File: config.mk
export PLATFORM = sky130hd
export DESIGN_NAME = frqsrt_ctrl
export DESIGN_NICKNAME = d
export VERILOG_FILES = /design/src/hw/rtl/frqsrt_pkg.sv /design/src/hw/rtl/frqsrt_ctrl.sv
export SDC_FILE = /design/constraint.sdc
export NUM_CORES = 1
export LEC_CHECK = 0
export BUFFER_PORTS_ARGS = -buffer_cell sky130_fd_sc_hd__buf_2
export CORE_AREA = 2 2 44 46
export DETAILED_ROUTE_END_ITERATION = 8
export DIE_AREA = 0 0 46 48
export PLACE_DENSITY = 0.68
export SLEW_MARGIN = 30
export SYNTH_ARGS = -nofsm -noshare
export SYNTH_HDL_FRONTEND = slang
export SYNTH_SLANG_ARGS = --single-unit
export TNS_END_PERCENT = 20
File: constraint.sdc
create_clock -name clock -period 1.2 [get_ports clock]
set_input_delay 0.12 -clock clock [delete_from_list [all_inputs] [get_ports clock]]
set_output_delay 0.12 -clock clock [all_outputs]
set_load 0.01 [all_outputs]
File: src/hw/rtl/frqsrt_pkg.sv
package frqsrt_pkg;

   localparam int VALUE_W   = 32;
   localparam int OPCODE_W  = 2;
   localparam int STATUS_W  = 3;
   localparam int REQ_DATA_W = 32;
   localparam int REQ_USER_W = 2;
   localparam int RSP_DATA_W = 32;
   localparam int RSP_USER_W = 3;

   typedef enum logic [OPCODE_W-1:0] {
      OP_ADD   = 2'd0,
      OP_READ  = 2'd1,
      OP_CLEAR = 2'd2,
      OP_SPARE = 2'd3
   } opcode_type;

   typedef enum logic [STATUS_W-1:0] {
      ST_ADDED        = 3'd0,
      ST_DROP_FULL    = 3'd1,
      ST_DROP_READING = 3'd2,
      ST_VALUE        = 3'd3,
      ST_EMPTY        = 3'd4,
      ST_CLEARED      = 3'd5
   } status_code_type;

   typedef enum logic [1:0] {
      RD_K,
      RD_JM1,
      RD_READ
   } rd_sel_type;

   typedef enum logic [1:0] {
      WR_NEW,
      WR_INC,
      WR_KEY,
      WR_SHIFT
   } wr_sel_type;

   typedef enum logic [1:0] {
      K_HOLD,
      K_ZERO,
      K_ONE,
      K_INC
   } k_op_type;

   typedef enum logic [3:0] {
      S_IDLE,
      S_DECODE,
      S_SCAN_RD,
      S_SCAN_CMP,
      S_SORT_K,
      S_SORT_KEY,
      S_SORT_J,
      S_SORT_CMP,
      S_READ_RD,
      S_READ_OUT,
      S_RESP
   } ctrl_state_type;

   typedef struct packed {
      logic            latch;
      logic            clear;
      logic            set_res;
      status_code_type res_code;
      k_op_type        k_op;
      logic            j_load;
      logic            j_dec;
      logic            key_load;
      logic            rd_en;
      rd_sel_type      rd_sel;
      logic            wr_en;
      wr_sel_type      wr_sel;
      logic            items_inc;
      logic            distinct_inc;
      logic            start_read;
      logic            read_step;
      logic            load_rsp;
   } dp_cmd_type;

   typedef struct packed {
      opcode_type opcode;
      logic       reading;
      logic       full;
      logic       items_zero;
      logic       k_end;
      logic       match;
      logic       j_zero;
      logic       key_first;
      logic       past_end;
      logic       rsp_free;
   } dp_status_type;

endpackage

File: src/hw/rtl/frqsrt_ctrl.sv
module frqsrt_ctrl (
   input  logic                    clock,
   input  logic                    reset,
   input  logic                    req_tvalid,
   output logic                    req_tready,
   input  frqsrt_pkg::dp_status_type sts,
   output frqsrt_pkg::dp_cmd_type    cmd
);
   import frqsrt_pkg::*;

   ctrl_state_type state_ff, state_in;

   always_ff @(posedge clock) begin
      if (reset) begin
         state_ff <= S_IDLE;
      end else begin
         state_ff <= state_in;
      end
   end

   always_comb begin
      state_in   = state_ff;
      cmd        = '0;
      req_tready = 1'b0;
      case (state_ff)
         S_IDLE: begin
            req_tready = 1'b1;
            if (req_tvalid) begin
               cmd.latch = 1'b1;
               state_in  = S_DECODE;
            end
         end
         S_DECODE: begin
            if (sts.opcode == OP_CLEAR || sts.opcode == OP_SPARE) begin
               cmd.clear    = 1'b1;
               cmd.set_res  = 1'b1;
               cmd.res_code = ST_CLEARED;
               state_in     = S_RESP;
            end else if (sts.opcode == OP_ADD) begin
               if (sts.reading) begin
                  cmd.set_res  = 1'b1;
                  cmd.res_code = ST_DROP_READING;
                  state_in     = S_RESP;
               end else if (sts.full) begin
                  cmd.set_res  = 1'b1;
                  cmd.res_code = ST_DROP_FULL;
                  state_in     = S_RESP;
               end else begin
                  cmd.k_op = K_ZERO;
                  state_in = S_SCAN_RD;
               end
            end else begin
               if (!sts.reading && !sts.items_zero) begin
                  cmd.k_op = K_ONE;
                  state_in = S_SORT_K;
               end else if (!sts.reading || sts.past_end) begin
                  cmd.set_res  = 1'b1;
                  cmd.res_code = ST_EMPTY;
                  state_in     = S_RESP;
               end else begin
                  state_in = S_READ_RD;
               end
            end
         end
         S_SCAN_RD: begin
            if (sts.k_end) begin
               cmd.wr_en        = 1'b1;
               cmd.wr_sel       = WR_NEW;
               cmd.distinct_inc = 1'b1;
               cmd.items_inc    = 1'b1;
               cmd.set_res      = 1'b1;
               cmd.res_code     = ST_ADDED;
               state_in         = S_RESP;
            end else begin
               cmd.rd_en  = 1'b1;
               cmd.rd_sel = RD_K;
               state_in   = S_SCAN_CMP;
            end
         end
         S_SCAN_CMP: begin
            if (sts.match) begin
               cmd.wr_en     = 1'b1;
               cmd.wr_sel    = WR_INC;
               cmd.items_inc = 1'b1;
               cmd.set_res   = 1'b1;
               cmd.res_code  = ST_ADDED;
               state_in      = S_RESP;
            end else begin
               cmd.k_op = K_INC;
               state_in = S_SCAN_RD;
            end
         end
         S_SORT_K: begin
            if (sts.k_end) begin
               cmd.start_read = 1'b1;
               state_in       = S_READ_RD;
            end else begin
               cmd.rd_en  = 1'b1;
               cmd.rd_sel = RD_K;
               state_in   = S_SORT_KEY;
            end
         end
         S_SORT_KEY: begin
            cmd.key_load = 1'b1;
            cmd.j_load   = 1'b1;
            state_in     = S_SORT_J;
         end
         S_SORT_J: begin
            if (sts.j_zero) begin
               cmd.wr_en  = 1'b1;
               cmd.wr_sel = WR_KEY;
               cmd.k_op   = K_INC;
               state_in   = S_SORT_K;
            end else begin
               cmd.rd_en  = 1'b1;
               cmd.rd_sel = RD_JM1;
               state_in   = S_SORT_CMP;
            end
         end
         S_SORT_CMP: begin
            cmd.wr_en = 1'b1;
            if (sts.key_first) begin
               cmd.wr_sel = WR_SHIFT;
               cmd.j_dec  = 1'b1;
               state_in   = S_SORT_J;
            end else begin
               cmd.wr_sel = WR_KEY;
               cmd.k_op   = K_INC;
               state_in   = S_SORT_K;
            end
         end
         S_READ_RD: begin
            cmd.rd_en  = 1'b1;
            cmd.rd_sel = RD_READ;
            state_in   = S_READ_OUT;
         end
         S_READ_OUT: begin
            cmd.read_step = 1'b1;
            state_in      = S_RESP;
         end
         S_RESP: begin
            if (sts.rsp_free) begin
               cmd.load_rsp = 1'b1;
               state_in     = S_IDLE;
            end
         end
         default: begin
            state_in = S_IDLE;
         end
      endcase
   end

endmodule

==> results.py, run 1 <==
metrics = {
    "status": {
        "outcome": "finished, violations left",
        "violations": "setup timing",
    },
    "routing": {
        "ant_nets": 0,
        "first_iter_violations": 18,
        "routed_via_density": 5.55,
        "wl_per_cell_um": 15.4,
        "drt_first_pass_iters": 5,
        "drc": 0,
        "drt_wl_total_mm": 2.53,
        "vias": 916,
    },
    "global_route": {
        "overflow": 0,
        "use_met3": 0.0340,
        "busiest_layer": "met2",
        "grt_use_met1": 0.257,
        "grt_start_max_net_pins": 10,
        "track_usage": 0.242,
        "antenna_found_initial": 0,
        "grt_pass1_wl_mm": 3.76,
        "first_global_vias": 848,
        "use_met2": 0.461,
    },
    "worst_setup_path": {
        "critPathMaxStageDelay_ns": 0.37,
        "path_class": "flop to output port",
        "startpoint_type": "flop",
        "crit_required_ns": 1.08,
        "critPathSlowestCell": "dfxtp_4",
        "cp_max_fo": 7,
        "path_cells": "and2b_2 -> and3_4 -> a31oi_4 -> o41ai_4 -> buf_2",
        "critPathTopFamily": "simple AND/OR/NAND/NOR gates",
        "end_kind": "output port",
        "crit_buf_inv": 1,
        "arrival_ns": 1.45,
    },
    "die": {
        "die_w_um": 46,
        "die_area_sq_um": 2210,
        "num_io_pins": 37,
        "coreArea_sq_um": 1690,
        "start_util": 0.362,
        "die_h_um": 48,
        "rows": 15,
    },
    "logic_synthesis": {
        "syn_inst": 88,
        "synth.area.mux_share": 0.0941,
        "ys_async_sr_fraction": 0,
        "avgSynthCellArea_sq_um": 6.95,
        "synth_edf_count": 0,
        "netlist_area_sq_um": 612,
        "synthTopCellsByCount": "nor2_1 (11), nand2_1 (8), a21oi_1 (5), inv_1 (5), o21ai_0 (5)",
        "yosysMostFrequentCell": "nor2_1",
        "synthTopCellsByArea": "dfxtp_1 (13%), nor2_1 (6.7%), nand2_1 (4.9%)",
        "yosysSeqAreaShare": 0.131,
        "synth_fa_ha_area_frac": 0,
        "synthDistinctLibCells": 39,
        "yosys.area.top_type": "dfxtp_1",
        "synth_top_area_share": 0.131,
        "ys.flop_type": "dfxtp_1",
        "yosys.area_share.simple": 0.401,
        "yosys_warnings": 0,
        "synth_top_family_by_area": "simple AND/OR/NAND/NOR gates",
        "synth_compound_area_frac": 0.258,
        "ys_ff_latch": 4,
        "synth_nets": 102,
        "synth-xor-area-share": 0,
    },
    "finish": {
        "areaGrowthSynthToFinish_pct": 99.6,
        "drive_gt1_frac": 0.689,
        "n_fill_cell": 134,
        "num_antenna_cells": 0,
        "utilization": 0.723,
        "largest_register_ffs": 4,
        "top_regs": "state_ff (4)",
        "fin_nets": 163,
        "regMostFlops": "state_ff",
    },
    "clock_tree": {
        "cts_tree": "built",
        "path_clk_slew_ns": 0.04,
        "root_buffer": "clkbuf_4",
        "htreeDepth": 1,
        "clkSinkCount": 4,
        "clk_latency_ns": 0.25,
        "cts_buffer_depth": 2,
        "numCtsBuffers": 3,
    },
    "timing": {
        "setup_slack_ns": -0.365,
        "maxSlewViolCount": 0,
        "setup_viol": 26,
        "hold_ws_ns": 0.0828,
        "max_slew_margin": 0.764,
        "clock_skew_ns": 0.00229,
        "maxClockFrequency_mhz": 639,
        "grt_setup_unrepaired": "true",
        "finalHoldViolCount": 0,
        "tightest_slew_ns": 0.349,
        "fin_crit_sh": 1.30,
        "period_minus_slack_ns": 1.57,
    },
    "pwr": {
        "power.density_nw_per_um2": 1840,
        "leakage_nw": 0.619,
        "peakVddDrop_mv": 0.965,
    },
    "placed_design": {
        "portBuffers": 36,
        "place_ws_ns": -0.185,
        "dp_hpwl_mm": 1.83,
        "gp_congestion": 0.821,
    },
    "run": {
        "drv_cap": 0,
    },
    "min_path": {
        "hp-class": "input port to flop",
    },
}
## path summary, 6_finish.rpt
path / startpoint / end / slack (ns) / depth (start not counted)
max: state_ff[1] / cmd[14] / -0.37 / 5
min: reset / state_ff[2] / 0.08 / 2
max reg2reg: state_ff[0] / state_ff[0] / -0.20 / 4
min reg2reg: state_ff[2] / state_ff[0] / 0.66 / 2
## through the flow
| step | TNS [ns] | cells | power, mW | area [sq um] |
|---|---|---|---|---|
| final | -5.13 | 165 | 2.25 | 1220 |
| after floorplan | -0.341 | 88 | 1.05 | 679 |
| after detailed placement | -1.31 | 159 | 1.68 | 1030 |
| after CTS | -4.78 | 165 | 2.12 | 1180 |
| after global routing | -6.42 | 165 | 2.38 | 1220 |
| after global placement | -0.915 | 159 | 1.65 | 1030 |
## logic make-up after synthesis
| group | count (synthesis) |
|---|---|
| DFF | 4 |
| muxes | 5 |
| and+or+nand+nor | 43 |
| AOI/OAI and AO/OA | 22 |
| buffers and inverters | 14 |
## where the power goes
part / total, mW / leakage (nW) / switching, mW / internal (mW)
sequential: 0.285 / 0.0353 / 0.0874 / 0.197
clock: 0.199 / 0.0150 / 0.0729 / 0.126
combinational: 1.77 / 0.569 / 0.850 / 0.919
## repair_timing
| action | CTS | global route |
|---|---|---|
| hold buffers | 0 | 0 |
| endpoints found under the setup margin | 27 | 27 |
| setup buffers | 2 | 0 |
| gates resized for setup | 31 | 9 |
| pin swaps | 11 | 7 |
## layout make-up
type                    count  area, sq um  share of cell area
multi-input cells          70          613               0.502
flip-flops and latches      4         92.6              0.0758
well taps                  17         21.3              0.0174
inverters                   6         22.5              0.0184
clock buffers               4         26.3              0.0215
repair buffers             64          445               0.365
## layout by cell type (no fill, tap or decap), drive strengths merged
cell,synthesis,routed
mux2i,2,2
nand2,8,8
nor3b,3,3
nor3,3,3
o31ai,1,1
nand2b,4,4
dfxtp,4,4
clkbuf,1,4
inv,6,6
o21a,1,1
mux2,3,3
buf,7,64
o41ai,1,1
nand3,4,4
or3b,1,1
and3,3,3
and2,1,1
nor4,2,2
and4,1,1
nor2,11,11
a31oi,1,1
and2b,1,1
a2111oi,1,1
o22a,2,2
a21oi,5,5
a41oi,1,1
a22oi,1,1
a311o,1,1
o2bb2ai,1,1
nor4b,1,1
o21ai,6,6
## routing by layer
| layer | share of wire | wire [um] | vias to the layer above |
|---|---|---|---|
| li1 | - | - | 438 |
| met3 | 0.045 | 113 | 9 |
| met2 | 0.56 | 1420 | 35 |
| met4 | 0.030 | 76 | 0 |
| met1 | 0.36 | 920 | 434 |
| met5 | 0 | 0 | - |
(Power assumes the default switching activity.)
==> run 2: changes to the inputs <==
Settings changed: CORE_AREA 2 2 44 46 to 2 2 42 44, DIE_AREA 0 0 46 48 to 0 0 44 46, PLACE_DENSITY 0.68 to 0.71.
Clock period 1.2 ns to 1.7 ns, I/O delays scaled along.
==> results.py, run 2 (synthesized netlist as in run 1, its figures left out) <==
metrics = {
    "status": {
        "outcome": "finished, violations left",
        "violations": "setup timing",
    },
    "placed_design": {
        "portBuffers": 36,
        "place_ws_ns": 0.137,
        "place_area_sq_um": 802,
        "dp_hpwl_mm": 1.33,
        "gp_congestion": 0.884,
    },
    "pwr": {
        "leakage_nw": 0.474,
        "peakVddDrop_mv": 0.646,
        "clkPwrFrac": 0.103,
        "switching_power_mw": 0.550,
        "p_comb_frac": 0.756,
        "sw_frac_of_total": 0.466,
        "power.density_nw_per_um2": 1260,
        "p_int_mw": 0.629,
        "pwr-share-seq": 0.141,
    },
    "worst_setup_path": {
        "arrival_ns": 1.56,
        "critPathTopFamily": "simple AND/OR/NAND/NOR gates",
        "critPathMaxStageDelay_ns": 0.33,
        "ff2ff_path_depth": 5,
        "crit_buf_inv": 2,
        "critPathSlowestCell": "o41ai_2",
        "crit_required_ns": 1.53,
        "path_class": "flop to output port",
        "r2r_slack_ns": 0.30,
        "worstReg2RegEnd": "state_ff[0]",
        "startpoint_type": "flop",
        "cp-startpoint": "state_ff[0]",
        "path_cells": "buf_6 -> nand2b_4 -> nor3_4 -> nand2b_1 -> o41ai_2 -> buf_2",
        "regToRegStartpoint": "state_ff[0]",
        "crit_end": "cmd[14]",
        "cp_max_fo": 6,
        "cp.depth": 6,
        "end_kind": "output port",
    },
    "clock_tree": {
        "cts_tree": "built",
        "path_clk_slew_ns": 0.04,
        "clk_latency_ns": 0.24,
        "root_buffer": "clkbuf_4",
        "numCtsBuffers": 3,
        "htreeDepth": 1,
        "clkSinkCount": 4,
        "cts_buffer_depth": 2,
    },
    "routing": {
        "ant_nets": 0,
        "drt_first_pass_iters": 4,
        "first_iter_violations": 11,
        "drc": 0,
        "routed_via_density": 5.59,
        "wl_per_cell_um": 13.3,
        "vias": 816,
        "drt_wl_total_mm": 1.94,
    },
    "finish": {
        "num_antenna_cells": 0,
        "mostFrequentLayoutCells": "buf_2 (36), nor2_1 (11), nand2_1 (8), buf_4 (8)",
        "utilization": 0.582,
        "largest_register_ffs": 4,
        "fin_nets": 145,
        "areaGrowthSynthToFinish_pct": 53.6,
        "regMostFlops": "state_ff",
        "final_common_cell": "buf_2",
        "n_fill_cell": 157,
        "top_regs": "state_ff (4)",
        "fin_area_sq_um": 940,
        "drive_gt1_frac": 0.519,
    },
    "global_route": {
        "antenna_found_initial": 0,
        "grt_start_max_net_pins": 18,
        "first_global_vias": 644,
        "overflow": 0,
        "track_usage": 0.177,
        "grt_pass1_wl_mm": 2.71,
    },
    "timing": {
        "hold_ws_ns": 0.152,
        "tightest_slew_ns": 0.277,
        "setup_viol": 1,
        "maxClockFrequency_mhz": 579,
        "period_minus_slack_ns": 1.73,
        "fin_crit_sh": 1.02,
        "maxSlewViolCount": 0,
        "setup_slack_ns": -0.0265,
        "clock_skew_ns": 0.00542,
        "finalHoldViolCount": 0,
        "grt_setup_unrepaired": "true",
        "max_slew_margin": 0.814,
    },
    "die": {
        "die_h_um": 46,
        "die_area_sq_um": 2020,
        "num_io_pins": 37,
        "die_w_um": 44,
        "coreArea_sq_um": 1610,
        "start_util": 0.379,
        "rows": 15,
    },
    "run": {
        "drv_cap": 0,
    },
    "min_path": {
        "hp-class": "input port to flop",
    },
}
-- run 2: cell count changes in the layout (fill, tap and decap cells not counted), sizes merged --
| cell | previous run | this run |
|---|---|---|
| clkinvlp | 0 | 1 |
| buf | 64 | 46 |
| inv | 6 | 5 |
| clkbuf | 4 | 3 |
-- run 2: per-layer routing --
layer | track usage | vias to the layer above | share of wire
met4 | 0.0667 | 0 | 0.018
li1 | - | 398 | -
met2 | 0.288 | 39 | 0.49
met1 | 0.235 | 375 | 0.42
met5 | 0 | - | 0
met3 | 0.0278 | 4 | 0.063
-- run 2: stage by stage --
| step | TNS (ns) | instances | power (mW) |
|---|---|---|---|
| after floorplan | 0 | 88 | 0.668 |
| after global placement | 0 | 138 | 0.883 |
| after detailed placement | 0 | 138 | 0.893 |
| after CTS | 0 | 141 | 1.03 |
| after global routing | -0.216 | 146 | 1.28 |
| final | -0.0265 | 146 | 1.18 |
-- run 2: layout make-up --
| type | instances | area, sq um | share of cell area |
|---|---|---|---|
| inverters | 6 | 26.3 | 0.0280 |
| well taps | 17 | 21.3 | 0.0226 |
| multi-input cells | 70 | 512 | 0.545 |
| repair buffers | 46 | 272 | 0.289 |
| clock buffers | 3 | 22.5 | 0.0240 |
| flip-flops and latches | 4 | 86.3 | 0.0919 |
-- run 2: how the worst min path moves through the flow --
stage                from     endpoint  depth (start not counted)
CTS                 reset  state_ff[1]                          2
detailed placement  reset  state_ff[1]                          2
global placement    reset  state_ff[1]                          2
floorplan           reset  state_ff[1]                          1
global route        reset  state_ff[1]                          2
finish              reset  state_ff[1]                          2
-- run 2: power groups by stage --
stage	Sequential [mW]	Clock, mW	Combinational, mW
after floorplan	0.152	0	0.516
after global placement	0.159	0	0.724
after detailed placement	0.160	0	0.732
after CTS	0.163	0.121	0.750
after global routing	0.168	0.134	0.977
final	0.166	0.122	0.892
-- run 2: what timing repair did --
item / CTS / global route
endpoints found under the setup margin: 2 / 5
pin swaps: 0 / 2
resized for setup: 5 / 9
hold buffers: 0 / 0
setup buffers: 0 / 5
endpoints found under the hold margin: 0 / 0
==> run 3: changes to the inputs <==
Settings changed: CORE_AREA 2 2 42 44 to 2 2 44 46, DIE_AREA 0 0 44 46 to 0 0 46 48, PLACE_DENSITY 0.71 to 0.68.
Clock period 1.7 ns to 1.4 ns, I/O delays scaled along.
==> results.py, run 3 (synthesized netlist as in run 1, its figures left out) <==
metrics = {
    "placed_design": {
        "dp_hpwl_mm": 1.49,
        "place_area_sq_um": 885,
        "place_ws_ns": 0.0167,
        "gp_congestion": 0.875,
        "portBuffers": 36,
    },
    "global_route": {
        "antenna_found_initial": 0,
        "first_global_vias": 684,
        "overflow": 0,
        "track_usage": 0.186,
        "grt_start_max_net_pins": 13,
        "grt_pass1_wl_mm": 2.92,
    },
    "timing": {
        "grt_setup_unrepaired": "true",
        "period_minus_slack_ns": 1.54,
        "hold_ws_ns": 0.142,
        "fin_crit_sh": 1.10,
        "maxSlewViolCount": 0,
        "maxClockFrequency_mhz": 649,
        "setup_slack_ns": -0.142,
        "finalHoldViolCount": 0,
        "clock_skew_ns": 0.00700,
        "max_slew_margin": 0.835,
        "tightest_slew_ns": 0.241,
        "setup_viol": 9,
    },
    "status": {
        "violations": "setup timing",
        "outcome": "finished, violations left",
    },
    "worst_setup_path": {
        "crit_required_ns": 1.26,
        "crit_buf_inv": 2,
        "critPathTopFamily": "flip-flops",
        "regToRegStartpoint": "state_ff[2]",
        "critPathMaxStageDelay_ns": 0.35,
        "path_class": "flop to output port",
        "path_cells": "and2b_2 -> buf_4 -> a31oi_4 -> o41ai_2 -> buf_2",
        "cp_max_fo": 7,
        "ff2ff_path_depth": 6,
        "r2r_slack_ns": -0.03,
        "startpoint_type": "flop",
        "end_kind": "output port",
        "worstReg2RegEnd": "state_ff[0]",
        "arrival_ns": 1.40,
        "critPathSlowestCell": "dfxtp_4",
    },
    "finish": {
        "n_fill_cell": 151,
        "largest_register_ffs": 4,
        "fin_nets": 152,
        "utilization": 0.614,
        "fin_area_sq_um": 1040,
        "multi_input_area_sq_um": 567,
        "seq_area_sq_um": 88.8,
        "mostFrequentLayoutCells": "buf_2 (36), buf_4 (15), nor2_1 (8), nand2_1 (6)",
        "regMostFlops": "state_ff",
        "areaGrowthSynthToFinish_pct": 69.5,
        "final_common_cell": "buf_2",
        "num_antenna_cells": 0,
        "top_regs": "state_ff (4)",
        "drive_gt1_frac": 0.618,
    },
    "clock_tree": {
        "htreeDepth": 1,
        "cts_tree": "built",
        "clkSinkCount": 4,
        "cts_buffer_depth": 2,
        "numCtsBuffers": 3,
        "root_buffer": "clkbuf_4",
        "path_clk_slew_ns": 0.04,
        "clk_latency_ns": 0.24,
    },
    "min_path": {
        "min_from": "reset",
        "hp-class": "input port to flop",
        "holdPathStages": 2,
        "hold_end": "state_ff[0]",
    },
    "pwr": {
        "leakage_nw": 0.519,
        "power.density_nw_per_um2": 1540,
        "peakVddDrop_mv": 0.762,
        "power_mw": 1.59,
    },
    "routing": {
        "drt_wl_total_mm": 2.14,
        "wl_per_cell_um": 14.0,
        "routed_via_density": 5.44,
        "vias": 833,
        "drt_first_pass_iters": 4,
        "drc": 0,
        "ant_nets": 0,
        "first_iter_violations": 16,
    },
    "die": {
        "die_h_um": 48,
        "die_area_sq_um": 2210,
        "rows": 15,
        "start_util": 0.362,
        "coreArea_sq_um": 1690,
        "die_w_um": 46,
        "num_io_pins": 37,
    },
    "run": {
        "drv_cap": 0,
    },
}
run 3: cell types whose count changed in the layout (fill, tap and decap cells not counted), moves of 2 or more:
cell and change:
nand2_1 -2, buf_4 +7, nor2_1 -3, nand2_2 +2, nor2_2 +2
run 3: repair_timing:
action,CTS,global route
gates cloned,0,0
setup buffers,1,1
pin swaps,5,2
setup endpoints to repair,17,22
resized for setup,13,14
hold buffers,0,0
run 3: area by class of cell:
class,count,area share
flip-flops and latches,4,0.0856
clock buffers,3,0.0217
well taps,17,0.0205
inverters,6,0.0217
multi-input cells,70,0.546
repair buffers,53,0.304
run 3: stage by stage:
| stage | setup TNS, ns | instances |
|---|---|---|
| 2_1_floorplan | 0 | 88 |
| 5_1_grt | -1.73 | 153 |
| 3_3_place_gp | 0 | 148 |
| 3_5_place_dp | 0 | 148 |
| 4_1_cts | -0.780 | 152 |
| 6_report | -0.766 | 153 |
run 3: how the worst max path moves through the flow:
| stage | start | to | slack [ns] | depth (start not counted) |
|---|---|---|---|---|
| floorplan | state_ff[0] | cmd[17] | 0.03 | 5 |
| global placement | state_ff[1] | cmd[14] | 0.07 | 5 |
| detailed placement | state_ff[1] | cmd[14] | 0.02 | 5 |
| CTS | state_ff[2] | cmd[14] | -0.15 | 5 |
| global route | state_ff[2] | cmd[14] | -0.22 | 5 |
| finish | state_ff[1] | cmd[14] | -0.14 | 5 |
run 3: report_power, final:
part / internal [mW] / total [mW] / leakage [nW] / switching (mW)
Sequential: 0.167 / 0.216 / 0.0346 / 0.0492
Combinational: 0.576 / 1.23 / 0.471 / 0.657
Clock: 0.0960 / 0.145 / 0.0138 / 0.0491
run 3: metal layers:
layer  vias to the layer above  wire length, um  track usage
li1                        415                -            -
met4                         0                0       0.0171
met2                        38             1140        0.339
met1                       380              875        0.223
met5                         -                0            0
met3                         0              125       0.0566
run 3: worst reg2reg max path, delay by kind of cell, from the launching register on:
| kind | cells | cell delay (ns) |
|---|---|---|
| buffers and inverters | 2 | 0.31 |
| AOI/OAI and AO/OA | 3 | 0.52 |
| DFF | 1 | 0.33 |
| and+or+nand+nor | 1 | 0.17 |
